**config.mk**
```make
export PLATFORM = sky130hd
export DESIGN_NAME = http_response_chunked_decoder
export DESIGN_NICKNAME = d
export VERILOG_FILES = /design/src/hcd_pkg.sv /design/src/hcd_front.sv /design/src/hcd_queue.sv /design/src/hcd_back.sv /design/src/http_response_chunked_decoder.sv
export SDC_FILE = /design/constraint.sdc
export NUM_CORES = 1
export LEC_CHECK = 0
export ABC_CLOCK_PERIOD_IN_PS = 13550
export BUFFER_PORTS_ARGS = -buffer_cell sky130_fd_sc_hd__buf_2
export CAP_MARGIN = 20
export CORE_ASPECT_RATIO = 0.5
export CORE_MARGIN = 1.5
export CORE_UTILIZATION = 65
export CTS_CLUSTER_DIAMETER = 120
export CTS_CLUSTER_SIZE = 25
export DETAILED_ROUTE_END_ITERATION = 8
export GPL_TIMING_DRIVEN = 0
export PLACE_DENSITY_LB_ADDON = 0.12
export SYNTH_ARGS = -nofsm -noshare
export SYNTH_HDL_FRONTEND = slang
export SYNTH_SLANG_ARGS = --single-unit
```
**constraint.sdc**
```tcl
create_clock -name i_clk -period 13.55 [get_ports i_clk]
set_input_delay 2.71 -clock i_clk [delete_from_list [all_inputs] [get_ports i_clk]]
set_output_delay 2.71 -clock i_clk [all_outputs]
set_load 0.01 [all_outputs]
```
**src/hcd_pkg.sv**
```systemverilog
// ----------------------------------------------------------------------------
// hcd_pkg
// Types, constants and helpers shared by the chunked response decoder.
// ----------------------------------------------------------------------------
package hcd_pkg;

    localparam int unsigned PAT_LEN    = 26;
    localparam int unsigned QDEPTH     = 4;
    localparam int unsigned QPTR_W     = $clog2(QDEPTH);
    localparam logic [19:0] STATUS_MAX = 20'd999999;

    localparam logic [7:0] CH_CR    = 8'h0D;
    localparam logic [7:0] CH_LF    = 8'h0A;
    localparam logic [7:0] CH_SPACE = 8'h20;
    localparam logic [7:0] CH_PLUS  = 8'h2B;
    localparam logic [7:0] CH_MINUS = 8'h2D;

    localparam logic [1:0] ERR_NONE    = 2'd0;
    localparam logic [1:0] ERR_NO_TERM = 2'd1;
    localparam logic [1:0] ERR_STATUS  = 2'd2;

    localparam logic KIND_BODY   = 1'b0;
    localparam logic KIND_REPORT = 1'b1;

    typedef enum logic [6:0] {
        PH_HEADER = 7'b0000001,
        PH_PLAIN  = 7'b0000010,
        PH_SIZE   = 7'b0000100,
        PH_DATA   = 7'b0001000,
        PH_SKIP   = 7'b0010000,
        PH_DONE   = 7'b0100000,
        PH_REJECT = 7'b1000000
    } t_phase;

    typedef enum logic [2:0] {
        NUM_SKIPWS = 3'b001,
        NUM_DIGITS = 3'b010,
        NUM_DONE   = 3'b100
    } t_num;

    typedef struct packed {
        logic [7:0] rx_byte;
        logic       end_of_response;
    } t_in;

    typedef struct packed {
        logic        kind;
        logic [7:0]  body_byte;
        logic [19:0] resp_status;
        logic        ok;
        logic [1:0]  error_code;
        logic        body_truncated;
        logic        last;
    } t_out;

    typedef struct packed {
        logic        has_body;
        logic [7:0]  body_byte;
        logic        has_rep;
        logic [19:0] resp_status;
        logic        ok;
        logic [1:0]  error_code;
        logic        body_truncated;
    } t_cmd;

    function automatic logic [7:0] pat_char(input logic [4:0] pos);
        logic [7:0] c;
        case (pos)
            5'd0:  c = "t";
            5'd1:  c = "r";
            5'd2:  c = "a";
            5'd3:  c = "n";
            5'd4:  c = "s";
            5'd5:  c = "f";
            5'd6:  c = "e";
            5'd7:  c = "r";
            5'd8:  c = "-";
            5'd9:  c = "e";
            5'd10: c = "n";
            5'd11: c = "c";
            5'd12: c = "o";
            5'd13: c = "d";
            5'd14: c = "i";
            5'd15: c = "n";
            5'd16: c = "g";
            5'd17: c = ":";
            5'd18: c = " ";
            5'd19: c = "c";
            5'd20: c = "h";
            5'd21: c = "u";
            5'd22: c = "n";
            5'd23: c = "k";
            5'd24: c = "e";
            5'd25: c = "d";
            default: c = 8'h00;
        endcase
        return c;
    endfunction

    // {valid, value}
    function automatic logic [4:0] hex_val(input logic [7:0] b);
        logic [4:0] r;
        r = 5'd0;
        if (b >= 8'h30 && b <= 8'h39) begin
            r = {1'b1, b[3:0]};
        end else if ((b >= 8'h61 && b <= 8'h66) || (b >= 8'h41 && b <= 8'h46)) begin
            r = {1'b1, b[3:0] + 4'd9};
        end
        return r;
    endfunction

endpackage

```
**src/hcd_front.sv**
```systemverilog
// ----------------------------------------------------------------------------
// hcd_front
// Parses each accepted byte: header scan, status, chunk framing; issues commands.
// ----------------------------------------------------------------------------
module hcd_front #(
    parameter int unsigned CHUNK_SIZE_BITS = 32
) (
    input  logic          i_clk,
    input  logic          i_rst_n,
    input  hcd_pkg::t_in  i_data,
    input  logic          i_accept,
    output hcd_pkg::t_cmd o_cmd,
    output logic          o_push
);
    import hcd_pkg::*;

    localparam int unsigned W = CHUNK_SIZE_BITS;

    t_phase         r_phase, n_phase;
    logic [23:0]    r_recent, n_recent;
    logic           r_line_done, n_line_done;
    logic           r_space, n_space;
    t_num           r_num, n_num;
    logic           r_neg, n_neg;
    logic [19:0]    r_status, n_status;
    logic [4:0]     r_pos, n_pos;
    logic           r_chunked, n_chunked;
    logic [W-1:0]   r_rem, n_rem;
    logic           r_digits_done, n_digits_done;
    logic [1:0]     r_skip, n_skip;

    logic [7:0]  b;
    logic [7:0]  lc;
    logic        fin;
    logic        prev_cr;
    logic        term;
    logic        is_digit;
    logic        is_ws;
    logic [23:0] stat_wide;
    logic [4:0]  hv;
    t_cmd        cmd;

    assign b        = i_data.rx_byte;
    assign fin      = i_data.end_of_response;
    assign prev_cr  = (r_recent[7:0] == CH_CR);
    assign term     = (r_recent == {CH_CR, CH_LF, CH_CR}) && (b == CH_LF);
    assign lc       = (b inside {[8'h41:8'h5A]}) ? (b + 8'd32) : b;
    assign is_digit = b inside {[8'h30:8'h39]};
    assign is_ws    = (b == CH_SPACE) || (b inside {[8'h09:8'h0D]});
    assign stat_wide = ({4'd0, r_status} << 3) + ({4'd0, r_status} << 1)
                     + {20'd0, b[3:0]};
    assign hv       = hex_val(b);

    always_comb begin
        n_phase       = r_phase;
        n_recent      = r_recent;
        n_line_done   = r_line_done;
        n_space       = r_space;
        n_num         = r_num;
        n_neg         = r_neg;
        n_status      = r_status;
        n_pos         = r_pos;
        n_chunked     = r_chunked;
        n_rem         = r_rem;
        n_digits_done = r_digits_done;
        n_skip        = r_skip;
        cmd           = '0;

        case (r_phase)
            PH_HEADER: begin
                if (!r_line_done) begin
                    if (prev_cr && b == CH_LF) begin
                        n_line_done = 1'b1;
                    end else if (!r_space) begin
                        if (b == CH_SPACE) begin
                            n_space = 1'b1;
                        end
                    end else if (r_num == NUM_SKIPWS && is_ws) begin
                        n_num = NUM_SKIPWS;
                    end else if (r_num == NUM_SKIPWS && (b == CH_PLUS || b == CH_MINUS)) begin
                        n_neg = (b == CH_MINUS);
                        n_num = NUM_DIGITS;
                    end else if (r_num != NUM_DONE && is_digit) begin
                        n_status = (stat_wide > {4'd0, STATUS_MAX}) ? STATUS_MAX
                                                                    : stat_wide[19:0];
                        n_num = NUM_DIGITS;
                    end else begin
                        n_num = NUM_DONE;
                    end
                end
                if (!r_chunked) begin
                    if (lc == pat_char(r_pos)) begin
                        n_pos = r_pos + 5'd1;
                        if (r_pos == 5'(PAT_LEN - 1)) begin
                            n_chunked = 1'b1;
                        end
                    end else begin
                        n_pos = (lc == pat_char(5'd0)) ? 5'd1 : 5'd0;
                    end
                end
                n_recent = {r_recent[15:0], b};
                if (term) begin
                    if (n_neg || n_status == 20'd0) begin
                        n_phase = PH_REJECT;
                    end else if (n_chunked) begin
                        n_phase       = PH_SIZE;
                        n_rem         = '0;
                        n_digits_done = 1'b0;
                        n_recent      = '0;
                    end else begin
                        n_phase = PH_PLAIN;
                    end
                end
            end
            PH_PLAIN: begin
                cmd.has_body  = 1'b1;
                cmd.body_byte = b;
            end
            PH_SIZE: begin
                if (prev_cr && b == CH_LF) begin
                    n_phase = (r_rem == '0) ? PH_DONE : PH_DATA;
                end else if (!r_digits_done && hv[4]) begin
                    if (r_rem[W-1:W-4] != 4'd0) begin
                        n_rem = '1;
                    end else begin
                        n_rem = {r_rem[W-5:0], hv[3:0]};
                    end
                end else begin
                    n_digits_done = 1'b1;
                end
                n_recent = {r_recent[15:0], b};
            end
            PH_DATA: begin
                cmd.has_body  = 1'b1;
                cmd.body_byte = b;
                n_rem = r_rem - W'(1);
                if (n_rem == '0) begin
                    n_phase = PH_SKIP;
                    n_skip  = 2'd2;
                end
            end
            PH_SKIP: begin
                if (r_skip != 2'd0) begin
                    n_skip = r_skip - 2'd1;
                end
                if (n_skip == 2'd0) begin
                    n_phase       = PH_SIZE;
                    n_rem         = '0;
                    n_digits_done = 1'b0;
                    n_recent      = '0;
                end
            end
            default: begin
            end
        endcase

        if (fin) begin
            cmd.has_rep = 1'b1;
            if (n_phase == PH_HEADER) begin
                cmd.error_code = ERR_NO_TERM;
            end else if (n_phase == PH_REJECT) begin
                cmd.error_code = ERR_STATUS;
            end else begin
                cmd.error_code     = ERR_NONE;
                cmd.ok             = 1'b1;
                cmd.resp_status    = n_status;
                cmd.body_truncated = (n_phase == PH_DATA) && (n_rem != '0);
            end
            n_phase       = PH_HEADER;
            n_recent      = '0;
            n_line_done   = 1'b0;
            n_space       = 1'b0;
            n_num         = NUM_SKIPWS;
            n_neg         = 1'b0;
            n_status      = '0;
            n_pos         = '0;
            n_chunked     = 1'b0;
            n_rem         = '0;
            n_digits_done = 1'b0;
            n_skip        = '0;
        end
    end

    assign o_cmd  = cmd;
    assign o_push = i_accept && (cmd.has_body || cmd.has_rep);

    always_ff @(posedge i_clk) begin
        if (!i_rst_n) begin
            r_phase       <= PH_HEADER;
            r_recent      <= '0;
            r_line_done   <= 1'b0;
            r_space       <= 1'b0;
            r_num         <= NUM_SKIPWS;
            r_neg         <= 1'b0;
            r_status      <= '0;
            r_pos         <= '0;
            r_chunked     <= 1'b0;
            r_rem         <= '0;
            r_digits_done <= 1'b0;
            r_skip        <= '0;
        end else if (i_accept) begin
            r_phase       <= n_phase;
            r_recent      <= n_recent;
            r_line_done   <= n_line_done;
            r_space       <= n_space;
            r_num         <= n_num;
            r_neg         <= n_neg;
            r_status      <= n_status;
            r_pos         <= n_pos;
            r_chunked     <= n_chunked;
            r_rem         <= n_rem;
            r_digits_done <= n_digits_done;
            r_skip        <= n_skip;
        end
    end

endmodule

```
**src/hcd_queue.sv**
```systemverilog
// ----------------------------------------------------------------------------
// hcd_queue
// Short command queue between the parser and the output stage.
// ----------------------------------------------------------------------------
module hcd_queue (
    input  logic          i_clk,
    input  logic          i_rst_n,
    input  logic          i_push,
    input  hcd_pkg::t_cmd i_cmd,
    input  logic          i_pop,
    output hcd_pkg::t_cmd o_head,
    output logic          o_empty,
    output logic          o_full
);
    import hcd_pkg::*;

    t_cmd              r_mem [QDEPTH];
    logic [QPTR_W-1:0] r_wptr, r_rptr;
    logic [QPTR_W:0]   r_count;

    assign o_head  = r_mem[r_rptr];
    assign o_empty = (r_count == '0);
    assign o_full  = (r_count == (QPTR_W + 1)'(QDEPTH));

    always_ff @(posedge i_clk) begin
        if (i_push) begin
            r_mem[r_wptr] <= i_cmd;
        end
    end

    always_ff @(posedge i_clk) begin
        if (!i_rst_n) begin
            r_wptr  <= '0;
            r_rptr  <= '0;
            r_count <= '0;
        end else begin
            if (i_push) begin
                r_wptr <= r_wptr + 1'b1;
            end
            if (i_pop) begin
                r_rptr <= r_rptr + 1'b1;
            end
            case ({i_push, i_pop})
                2'b10:   r_count <= r_count + 1'b1;
                2'b01:   r_count <= r_count - 1'b1;
                default: r_count <= r_count;
            endcase
        end
    end

endmodule

```
**src/hcd_back.sv**
```systemverilog
// ----------------------------------------------------------------------------
// hcd_back
// Turns queued commands into result transactions: body byte first, then report.
// ----------------------------------------------------------------------------
module hcd_back (
    input  logic          i_clk,
    input  logic          i_rst_n,
    input  hcd_pkg::t_cmd i_head,
    input  logic          i_empty,
    input  logic          i_out_ready,
    output logic          o_out_valid,
    output hcd_pkg::t_out o_out_data,
    output logic          o_pop
);
    import hcd_pkg::*;

    logic r_body_sent;
    logic send_body;
    logic xfer;
    t_out res;

    assign send_body   = i_head.has_body && !r_body_sent;
    assign o_out_valid = !i_empty;
    assign xfer        = o_out_valid && i_out_ready;
    assign o_pop       = xfer && !(send_body && i_head.has_rep);

    always_comb begin
        res = '0;
        if (send_body) begin
            res.kind      = KIND_BODY;
            res.body_byte = i_head.body_byte;
        end else begin
            res.kind           = KIND_REPORT;
            res.resp_status    = i_head.resp_status;
            res.ok             = i_head.ok;
            res.error_code     = i_head.error_code;
            res.body_truncated = i_head.body_truncated;
            res.last           = 1'b1;
        end
    end

    assign o_out_data = res;

    always_ff @(posedge i_clk) begin
        if (!i_rst_n) begin
            r_body_sent <= 1'b0;
        end else if (o_pop) begin
            r_body_sent <= 1'b0;
        end else if (xfer) begin
            r_body_sent <= 1'b1;
        end
    end

endmodule

```
**src/http_response_chunked_decoder.sv**
```systemverilog
// ----------------------------------------------------------------------------
// http_response_chunked_decoder
// HTTP/1.1 response byte parser with chunked body decoding and final report.
// ----------------------------------------------------------------------------
//  channel  direction  payload  handshake
//  input    in         t_in     i_in_valid / o_in_ready
//  output   out        t_out    o_out_valid / i_out_ready
//
//  One byte is parsed per cycle on acceptance; results go through a
//  four-entry command queue, so input keeps flowing while output stalls.
//  A byte that yields both a body byte and the report gives two output
//  transactions; input stalls only when the queue is full.
//  Reset is synchronous, active low; parser returns to the header phase.
// ----------------------------------------------------------------------------
module http_response_chunked_decoder #(
    parameter int unsigned CHUNK_SIZE_BITS = 32
) (
    input  logic          i_clk,
    input  logic          i_rst_n,
    input  logic          i_in_valid,
    output logic          o_in_ready,
    input  hcd_pkg::t_in  i_in_data,
    output logic          o_out_valid,
    input  logic          i_out_ready,
    output hcd_pkg::t_out o_out_data
);
    import hcd_pkg::*;

    t_cmd cmd;
    t_cmd head;
    logic push;
    logic pop;
    logic empty;
    logic full;
    logic accept;

    assign o_in_ready = !full;
    assign accept     = i_in_valid && o_in_ready;

    hcd_front #(
        .CHUNK_SIZE_BITS(CHUNK_SIZE_BITS)
    ) u_front (
        .i_clk    (i_clk),
        .i_rst_n  (i_rst_n),
        .i_data   (i_in_data),
        .i_accept (accept),
        .o_cmd    (cmd),
        .o_push   (push)
    );

    hcd_queue u_queue (
        .i_clk   (i_clk),
        .i_rst_n (i_rst_n),
        .i_push  (push),
        .i_cmd   (cmd),
        .i_pop   (pop),
        .o_head  (head),
        .o_empty (empty),
        .o_full  (full)
    );

    hcd_back u_back (
        .i_clk       (i_clk),
        .i_rst_n     (i_rst_n),
        .i_head      (head),
        .i_empty     (empty),
        .i_out_ready (i_out_ready),
        .o_out_valid (o_out_valid),
        .o_out_data  (o_out_data),
        .o_pop       (pop)
    );

endmodule

```
# ---- Yosys cells after proc, flatten, opt, wreduce, memory -nomap -nowiden
# Memories as Yosys holds them, arrays and structs flattened. A register that Yosys moved wholly into a read port is not among the register bits.
# Index checks and enable logic that the tools add are counted.
dict set report classes {
  addsub 11
  mul 0
  div_mod_pow 0
  n_lt_le_gt_ge 10
  eq_ne 32
  n_shift 0
  muxes 107
  n_bitwise 1
  reduce_logical 50
}
# op count
set op_table {}
lappend op_table {{$mux 32} 8}
lappend op_table {{$mux 20} 10}
lappend op_table {{$pmux 32 s4} 1}
lappend op_table {{$mux 24} 5}
lappend op_table {{$pmux 24 s3} 1}
lappend op_table {{$logic_not 32->1} 2}
lappend op_table {{$mux 25} 2}
lappend op_table {{$mux 21} 2}
lappend op_table {{$mux 7} 6}
lappend op_table {{$mux 5} 8}
lappend op_table {{$mux 1} 37}
lappend op_table {{$mux 8} 4}
lappend op_table {{$reduce_bool 32->1} 1}
lappend op_table {{$sub 32x1->32 const B} 1}
lappend op_table {{$pmux 7 s4} 1}
lappend op_table {{$mux 3} 9}
lappend op_table {{$add 23x21->24} 1}
lappend op_table {{$add 24x4->24} 1}
lappend op_table {{$eq 24x20->1 const B} 1}
lappend op_table {{$eq 8x6->1 const B} 3}
lappend op_table {{$gt 24x20->1 const B} 1}
lappend op_table {{$le 8x7->1 const B} 3}
lappend op_table {{$logic_not 20->1} 1}
lappend op_table {{$logic_and 1x1->1} 18}
lappend op_table {{49 further kinds} 84}
dict set report totals {
  ff_bits 106
  latch_bits 0
  mem_bits_rw 136
  romBits 224
  out_inout_bits 36
  word_cells 229
  n_memories 2
}
# memory depth word_bits rd rd_clocked_by_memory_dff wr line_no
set mem_list {}
lappend mem_list {{(no name shown)} 32 7 1 1 0 hcd_pkg.sv:68} ;# case (pos)
lappend mem_list {u_queue.r_mem 4 34 1 1 1 hcd_queue.sv:17} ;# t_cmd r_mem [QDEPTH];

# ---- Logic depth before layout (Yosys ltp)
# Gate-level depths: netlist of the first run.
dict set report depth {
  depth_word 25
  mapped_depth 20
  mapped_depth_nobuf 17
}

# ---- Modules after synthesis
# A second synthesis of the first run with hierarchy kept.
dict set report hier_totals {
  cells_unflattened 1640
  hier_area_um2 15798.9
}
# module n_inst cells_per_inst area_per_inst_um2
set by_module_without_submodules {}
lappend by_module_without_submodules {hcd_front 1 1369 10014.6}
lappend by_module_without_submodules {hcd_queue 1 224 5405.2}
lappend by_module_without_submodules {hcd_back 1 45 369.1}
lappend by_module_without_submodules {http_response_chunked_decoder 1 2 10.0}

# ---- Worst setup path after synthesis of the first run
# OpenSTA, ideal clock, no wires.
dict set report synth_path {
  kind {input -> register}
  from {in i_in_data[4] (netlist bit)}
  to {mem u_queue.r_mem[0][0] (netlist bit) (data pin)}
  setup_ns 0.278
  t_arrival_ns 6.940
  setup_slack_ns 6.332
  path_stages 17
  n_path_buf 1
  path_cell_list {buf_2 -> inv_1 -> fa_1 -> fa_1 -> nor2b_2 -> o2111ai_2 -> a2111oi_2 -> nor3_1 -> xnor2_1 -> nand3_1 -> or4b_1 -> o2111a_1 -> a21oi_4 -> nor2_2 -> o41ai_1 -> and4_1 -> a31oi_1}
}
# element line_no
set synth_lines {}
lappend synth_lines {{from (decl)} http_response_chunked_decoder.sv:22} ;# input hcd_pkg::t_in i_in_data,
lappend synth_lines {{to (decl)} hcd_queue.sv:17}

==> results of run 1 <==
==> synthesized netlist by cell type (31+ instances only) <==
| master | number | area, µm² |
|---|---|---|
| o21ai_0 | 91 | 455 |
| nor2b_1 | 82 | 513 |
| and2_1 | 60 | 375 |
| nor2_1 | 121 | 454 |
| nand2_1 | 111 | 417 |
| mux4_2 | 34 | 766 |
| nor4_1 | 31 | 194 |
| clkbuf_1 | 90 | 338 |
| inv_1 | 47 | 176 |
| ha_1 | 63 | 788 |
| edfxtp_1 | 136 | 4080 |
| a21oi_1 | 105 | 526 |
| dfxtp_1 | 115 | 2300 |
| a22oi_1 | 50 | 375 |
| nor3_1 | 62 | 310 |
==> power by group <==
group | total [µW] | leakage [µW] | switching [µW] | internal [µW]
Sequential | 832 | 0.00219 | 13.4 | 819
Combinational | 345 | 0.00371 | 209 | 136
Clock | 485 | 0.000205 | 273 | 212
==> logic make-up (layout without fill, tap and decap cells) <==
group           count (synthesis)  after routing  synth area share [%]
compound gates                476            476                  20.6
xor+xnor                       43             43                  2.41
fa+ha+maj                      66             66                  5.42
buf+inv                       172            243                  4.44
flops                         251            251                  40.8
mux                            43             43                  5.50
simple gates                  610            610                  20.9
==> worst reg2reg max path: stages (launching register included) <==
cell       delay, ns
dfxtp_1         0.47
inv_1           0.13
fa_1            0.49
fa_1            0.49
nor2b_2         0.18
o2111ai_2       0.27
a2111oi_2       0.72
nor3_1          0.15
xnor2_1         0.26
nand3_1         0.12
or4b_1          0.59
o2111a_1        0.35
nand2_1         0.31
a41oi_1         0.23
nand4_1         0.17
o21ai_1         0.21
buf_2           0.31
a211oi_1        0.79
==> routing by layer <==
layer | GRT usage, % | vias to the layer above | wire [µm]
li1 | - | 6360 | -
met1 | 57.8 | 7119 | 20600
met2 | 67.6 | 1334 | 24000
met3 | 8.73 | 231 | 7290
met4 | 19.1 | 0 | 2720
met5 | 0 | - | 0
==> worst max-delay path by stage <==
stage	from	endpoint	slack, ns	depth (start not counted)
finish	i_in_data[4]	u_queue.r_mem[3][4]	4.78	19
CTS	i_in_data[4]	u_queue.r_mem[3][6]	5.14	19
floorplan	i_in_data[4]	u_queue.r_mem[0][0]	6.33	17
global route	i_in_data[4]	u_queue.r_mem[3][6]	4.66	19
global placement	i_in_data[4]	u_queue.r_mem[0][4]	4.88	19
detailed placement	i_in_data[4]	u_queue.r_mem[2][6]	4.65	19
==> metrics by stage <==
step | std cells | cell area [µm²]
floorplan | 1661 | 15700
global placement | 2014 | 16300
detailed placement | 2016 | 16300
CTS | 2039 | 16700
global route | 2039 | 16700
finish | 2039 | 16700
==> layout make-up <==
| class | count | area, µm² |
|---|---|---|
| buffer | 124 | 514 |
| multi-input combinational | 1238 | 8590 |
| clock buffer | 22 | 402 |
| inverter | 48 | 180 |
| fill | 1647 | 6500 |
| sequential | 251 | 6390 |
| tap | 307 | 384 |
| clock inverter | 1 | 30.0 |
| timing repair buffer | 48 | 243 |
==> sequential cells by signal, indices dropped and copies added, names as in the netlist, 2 cells and up, named ones only <==
name,count
u_front.r_rem,32
u_front.r_recent,24
u_queue.r_mem,136
u_front.r_status,20
u_front.r_skip,2
u_front.r_pos,5
u_queue.r_count,3
u_queue.r_rptr,2
u_front.r_num,3
u_queue.r_wptr,2
u_front.r_phase,7
==> summary.md, run 1 <==
| Metric | Value |
|---|---|
| Status | finished, final reports clean |
| Slew HR | between 20% and 30% |
| Nets | roughly 1,800 |
| Gr ovfl total | 0 |
| Hold path cells | 2 |
| Chip height | 113 µm |
| Reg2reg path depth | 17 |
| Post-synth cell types | between 90 and 100 |
| Final Util | between 70% and 80% |
| Largest net degree at the start of global routing | 35 |
| Crit path DAT | 8.93 ns |
| Hold Crit Endpoint | u_front.r_space |
| Commonest non-fill, non-tap cell in the layout | edfxtp_1 |
| Wire per inst | between 20 and 30 µm |
| Hold_sp | u_front.r_space |
| Synth Cell Area | between 15,000 and 20,000 µm² |
| Die area | ~25,000 µm² |
| Inserted Diodes | 0 |
| Ys Warns | 0 |
| Initial antenna violation count | 1 |
| Syn Nets | ~1,700 |
| WP buf/inv | 4 |
| Worst Setup Start Kind | input port |
| Root buffer cell | clkbuf_16 |
| Count of final hold-check violations | 0 |
| CTS H-tree depth | 1 |
| Area grow syn2layout | 6.83% |
| Effective utilization at floorplan | between 60% and 70% |
| Chip Width | about 220 µm |
| Vias per cell | around 7.4 |
| Final Max Tran Viols | 0 |
| TNS Setup | 0 ns |
| Floorplan row count | 39 |
| Post-CTS sizing | 0 |
| Commonest non-fill, non-tap cells in the layout | edfxtp_1, nor2_1, dfxtp_1, nand2_1, a21oi_1 |
| I/O Pins | between 40 and 50 |
| I/O Buffers | 46 |
| Drt pass-1 iters | 6 |
| Hold Slack | 0.492 ns |
| Share of cells above drive strength 1 | approximately 9.2% |
| DR vias | 15,000 |
| Worst-Margin Slew | roughly 1.1 ns |
| HP Class | flip-flop to flip-flop |
| Total Routing Usage GR | roughly 43% |
| CTS clock-pin slew for the worst setup and hold paths | about 0.11 ns |
| TritonCTS Buffers | 14 |
| Post-synthesis sequential area ratio | between 40% and 50% |
| Peak Freq | 0.114 GHz |
| Placeable core area | 23,200 µm² |
| WS Path Type | input port to flip-flop |
| First-pass GRT wire length | between 80,000 and 90,000 µm |
| Setup Skew | 0.0656 ns |
| Total power draw | between 1500 and 2000 µW |
| Max-cap violation count | 0 |
| Tmin final | roughly 8.8 ns |
| CTS tree | built |
| VDD IR max | about 0.000079 V |
| Slowest stage delay, CP | a little under 0.8 ns |
| Final HPWL DP | 38,700 µm |
| Post-CTS Hold Buffers | 0 |
| Crit-path slowest cell | a211oi_1 |
| Post-Synthesis Cells | about 1,700 |
| Vias in the first global route | about 14,000 |
| Ys flop type | edfxtp_1 |
| DR iter-0 viols | between 2,000 and 2,500 |
| Pre-CTS WS | 4.65 ns |
| RR Endpoint | u_queue.r_mem[3][4] |
| Crit Path Max Fanout | 10 |
| Crit path capture type | flip-flop |
| WP data required | 13.71 ns |
| Total clock sinks | around 250 |
| Syn_area_per_cell | 9.43 µm² |
| DRC errors left | 0 |
| R2R Setup Slk | about 7.0 ns |
| Worst-Skew Late Latency | ~0.55 ns |
| Fin crit share | around 65% |
| Ys async rst share | 0% |
| Top delay family on crit path | compound AO/OA/AOI/OAI gates |
| Leak | around 0.006 µW |
| Clock buffer depth | 3 |
| Pwr/cell area | just under 100 nW/µm² |
| CP Cell Sequence | buf_2, buf_2, inv_1, fa_1, fa_1, nor2b_2, o2111ai_2, a2111oi_2, nor3_1, xnor2_1, nand3_1, or4b_1, o2111a_1, nand2_1, a41oi_1, nand4_1, o21ai_1, buf_2, a211oi_1 |
| RePlAce Congestion | roughly 1.0 |
| EDFF count, synth | around 140 |
| RSZ-0062 raised after global routing | no |
| Critical Path Most Common Cell | buf_2 |
| Post-route setup slack | between 4 and 5 ns |
| Setup Viol. Count Final | 0 |
| RR Startpoint | u_front.r_status[2] |
| Post-route ant nets | 0 |
| Post-CTS Setup Bufs | 0 |
| #FFs+latches synth | 251 |
| Routed WL | 54,600 µm |
No activity file was read; power rests on OpenSTA's default activity.
==> run 2, diff against run 1 <==
Settings changed: ABC_AREA set to 1, ABC_CLOCK_PERIOD_IN_PS 13550 to 9000, CORE_UTILIZATION 65 to 64.
Clock period 13.55 ns to 9 ns, I/O delays scaled along.
==> run 2 against run 1 <==
Compared with the run above: non-clock buffer count decreased by 15; wire length decreased by 13%; sequential share of layout area is 1.4 points lower; area after synthesis up 3.1%; count of clock-buffer cells in the layout is 1 higher; via count increased by 4.3%; worst hold slack got worse by 0.028 ns; critical endpoint is now u_queue.r_mem[1][0]; clock skew down 0.014 ns; sequential cell count unchanged; worst setup slack got worse by 2.4 ns.
==> summary.md, run 2 <==
| Metric | Value |
|---|---|
| Status | finished, final reports clean |
| Critical Path Most Common Cell | nand2_1 |
| Total Routing Usage GR | 36.5% (-6.3 points) |
| Ys async rst share | 0% (unchanged) |
| Clock buffer depth | 3 (unchanged) |
| CTS clock-pin slew for the worst setup and hold paths | 0.10 ns (about the same) |
| Post-Synthesis Cells | 2,251 (+36%) |
| Vias per cell | 5.89 (-20%) |
| Synth top area cells | edfxtp_1, dfxtp_1, nand2_1 |
| Worst-Margin Slew | 1.02 ns (-0.0753 ns) |
| Setup Viol. Count Final | 0 (unchanged) |
| Top cell type's share of synthesized area | 25.3% (-0.79 points) |
| Max-cap violation count | 0 (unchanged) |
| EDFF count, synth | 136 (unchanged) |
| Gr ovfl total | 0 (unchanged) |
| Vias in the first global route | 13,800 (-0.83%) |
| Crit Path Max Fanout | 10 (unchanged) |
| Post-CTS Hold Buffers | 0 (unchanged) |
| Commonest non-fill, non-tap cell in the layout | nand2_1 |
| TNS Setup | 0 ns (unchanged) |
| Syn Nets | 2,330 (+34%) |
| Slew HR | 32.1% (+5.3 points) |
| DRC errors left | 0 (unchanged) |
| Nets | 2,397 (+33%) |
| Syn_area_per_cell | 7.17 µm² (-24%) |
| Chip Width | 228 µm (+2.3%) |
| Placeable core area | 24,400 µm² (+4.9%) |
| Effective utilization at floorplan | 66.2% (-1.2 points) |
| Leak | 0.00766 µW (+25%) |
| Fin crit share | approximately 74% |
| Top cells by count, synth | nand2_1, nor2_1, inv_1, a21oi_1, edfxtp_1 |
| Post-CTS sizing | 0 (unchanged) |
| Share of cells above drive strength 1 | 6.41% (-2.8 points) |
| Slowest stage delay, CP | 0.55 ns (-0.24 ns) |
| Top reg by flops | u_queue.r_mem |
| Post-route ant nets | 0 (unchanged) |
| Synth Cell Area | 16,100 µm² (+3.1%) |
| I/O Pins | 49 (unchanged) |
| Crit-path slowest cell | fa_1 |
| Routed WL | 47,500 µm (-13%) |
| Largest net degree at the start of global routing | 31 (-11%) |
| Post-CTS Setup Bufs | 0 (unchanged) |
| RePlAce Congestion | 1.03 (-0.38%) |
| Count of final hold-check violations | 0 (unchanged) |
| I/O Buffers | 46 (unchanged) |
| Total clock sinks | 251 (unchanged) |
| DR vias | 15,700 (+4.3%) |
| Crit path DAT | 6.88 ns (-2.05 ns) |
| First-pass GRT wire length | 74,100 µm (-9.7%) |
| Chip height | 115 µm (+2.3%) |
| Post-synth cell types | 55 (-41%) |
| Peak Freq | 0.150 GHz |
| CTS H-tree depth | 1 (unchanged) |
| Max FFs per register | 136 (unchanged) |
| VDD IR max | 0.000201 V (+160%) |
| Worst-Skew Late Latency | 0.53 ns (-0.02 ns) |
| Fillcell total | 2,075 (+26%) |
| Worst Setup Start Kind | input port |
| Post-synthesis sequential area ratio | 39.6% (-1.2 points) |
| Hold Slack | 0.464 ns (-0.0280 ns) |
| HP Class | flip-flop to flip-flop |
| Drt pass-1 iters | 6 (unchanged) |
| Final Max Tran Viols | 0 (unchanged) |
| Crit path capture type | flip-flop |
| Post-synth top area cell | edfxtp_1 |
| Tmin final | roughly 6.7 ns |
| Initial antenna violation count | 1 (unchanged) |
| Commonest non-fill, non-tap cells in the layout | nand2_1, nor2_1, inv_1, a21oi_1, edfxtp_1 |
| Area grow syn2layout | 7.49% |
| Count leader, synth | nand2_1 |
| Pwr/cell area | 147 nW/µm² (+48%) |
| Ys flop type | edfxtp_1 |
| Die area | 26,200 µm² (+4.6%) |
| Floorplan row count | 40 (+2.6%) |
| WP data required | 9.21 ns (-4.50 ns) |
| Ys Warns | 0 (unchanged) |
| CTS tree | built |
| Wire per inst | 17.8 µm (-33%) |
| RSZ-0062 raised after global routing | no |
| DR iter-0 viols | 2,018 (-14%) |
| Largest regs | u_queue.r_mem (136), u_front.r_rem (32), u_front.r_recent (24) |
| Root buffer cell | clkbuf_16 |
| WS Path Type | input port to flip-flop |
| #FFs+latches synth | 251 (unchanged) |
| Setup Skew | 0.0513 ns (-0.0143 ns) |
| Final Util | 71.2% (-0.80 points) |
| TritonCTS Buffers | 14 (unchanged) |
| Final HPWL DP | 35,300 µm (-8.7%) |
-- run 2: cell types whose count changed in the layout (fill, tap and decap cells not counted), sizes merged, moves of 23 or more --
cell   delta
nand2   +445
inv     +218
nor2    +202
nand3   +103
nor2b    -83
and2     -57
a22oi    -49
mux4     -34
a21oi    +32
nor3     -31
o21ai    +23
xnor2    -23
-- run 2: routing by layer --
metal | vias to the layer above | GRT usage (%) | routed length [µm] | share of wire (%)
met5 | - | 0 | 0 | 0
met1 | 7142 | 54.4 | 20900 | 44
met4 | 0 | 7.73 | 1070 | 2.3
met3 | 87 | 9.40 | 6310 | 13
li1 | 7617 | - | - | -
met2 | 844 | 53.5 | 19200 | 40
-- run 2: path summary, 6_finish.rpt --
check / end / cells after the start / from / slack [ns]
max: u_queue.r_mem[1][0] / 33 / i_in_data[4] / 2.33
min: u_queue.r_count[0] / 1 / u_queue.r_count[0] / 0.46
max reg2reg: u_queue.r_mem[1][0] / 32 / u_front.r_status[2] / 3.51
min reg2reg: u_queue.r_count[0] / 1 / u_queue.r_count[0] / 0.46
-- run 2: critical path, delay by kind of cell --
kind	cells	cell delay (ns)
AOI/OAI and AO/OA	3	0.68
and+or+nand+nor	23	2.55
adders and majority gates	2	0.97
buffers and inverters	5	0.82
-- run 2: power breakdown --
part	internal (µW)	switching, µW	leakage, µW
clock network	320	386	0.000206
registers	1230	16.4	0.00224
logic	179	417	0.00521
total	1730	820	0.00766
-- run 2: per-stage QoR --
stage	instance area, µm²	power (µW)	cells	setup slack (ns)
2_1_floorplan	16100	1630	2251	3.32
3_3_place_gp	16800	1850	2633	2.02
3_5_place_dp	16900	1860	2637	2.02
4_1_cts	17300	2550	2661	2.52
5_1_grt	17400	2670	2663	1.90
6_report	17400	2550	2663	2.33
-- run 2: cells by family (layout without fill, tap and decap cells) --
| group | count (synthesis) | count (layout) | synth area share, % |
|---|---|---|---|
| simple gates | 1110 | 1110 | 28.9 |
| fa+ha+maj | 66 | 66 | 5.25 |
| buf+inv | 377 | 452 | 9.14 |
| compound gates | 409 | 409 | 15.1 |
| other cells | 0 | 1 | 0 |
| xor+xnor | 38 | 38 | 2.06 |
| flops | 251 | 251 | 39.6 |
-- run 2: area by class of cell --
cell class                 count  area (µm²)  area share (%)
clock buffer                  23         405            2.34
clock inverter                 1        30.0           0.173
inverter                     271        1020            5.86
buffer                       106         458            2.64
sequential                   251        6390            36.8
tap                          336         420            2.42
timing repair buffer          51         315            1.82
antenna                        1        2.50          0.0144
multi-input combinational   1623        8320            47.9
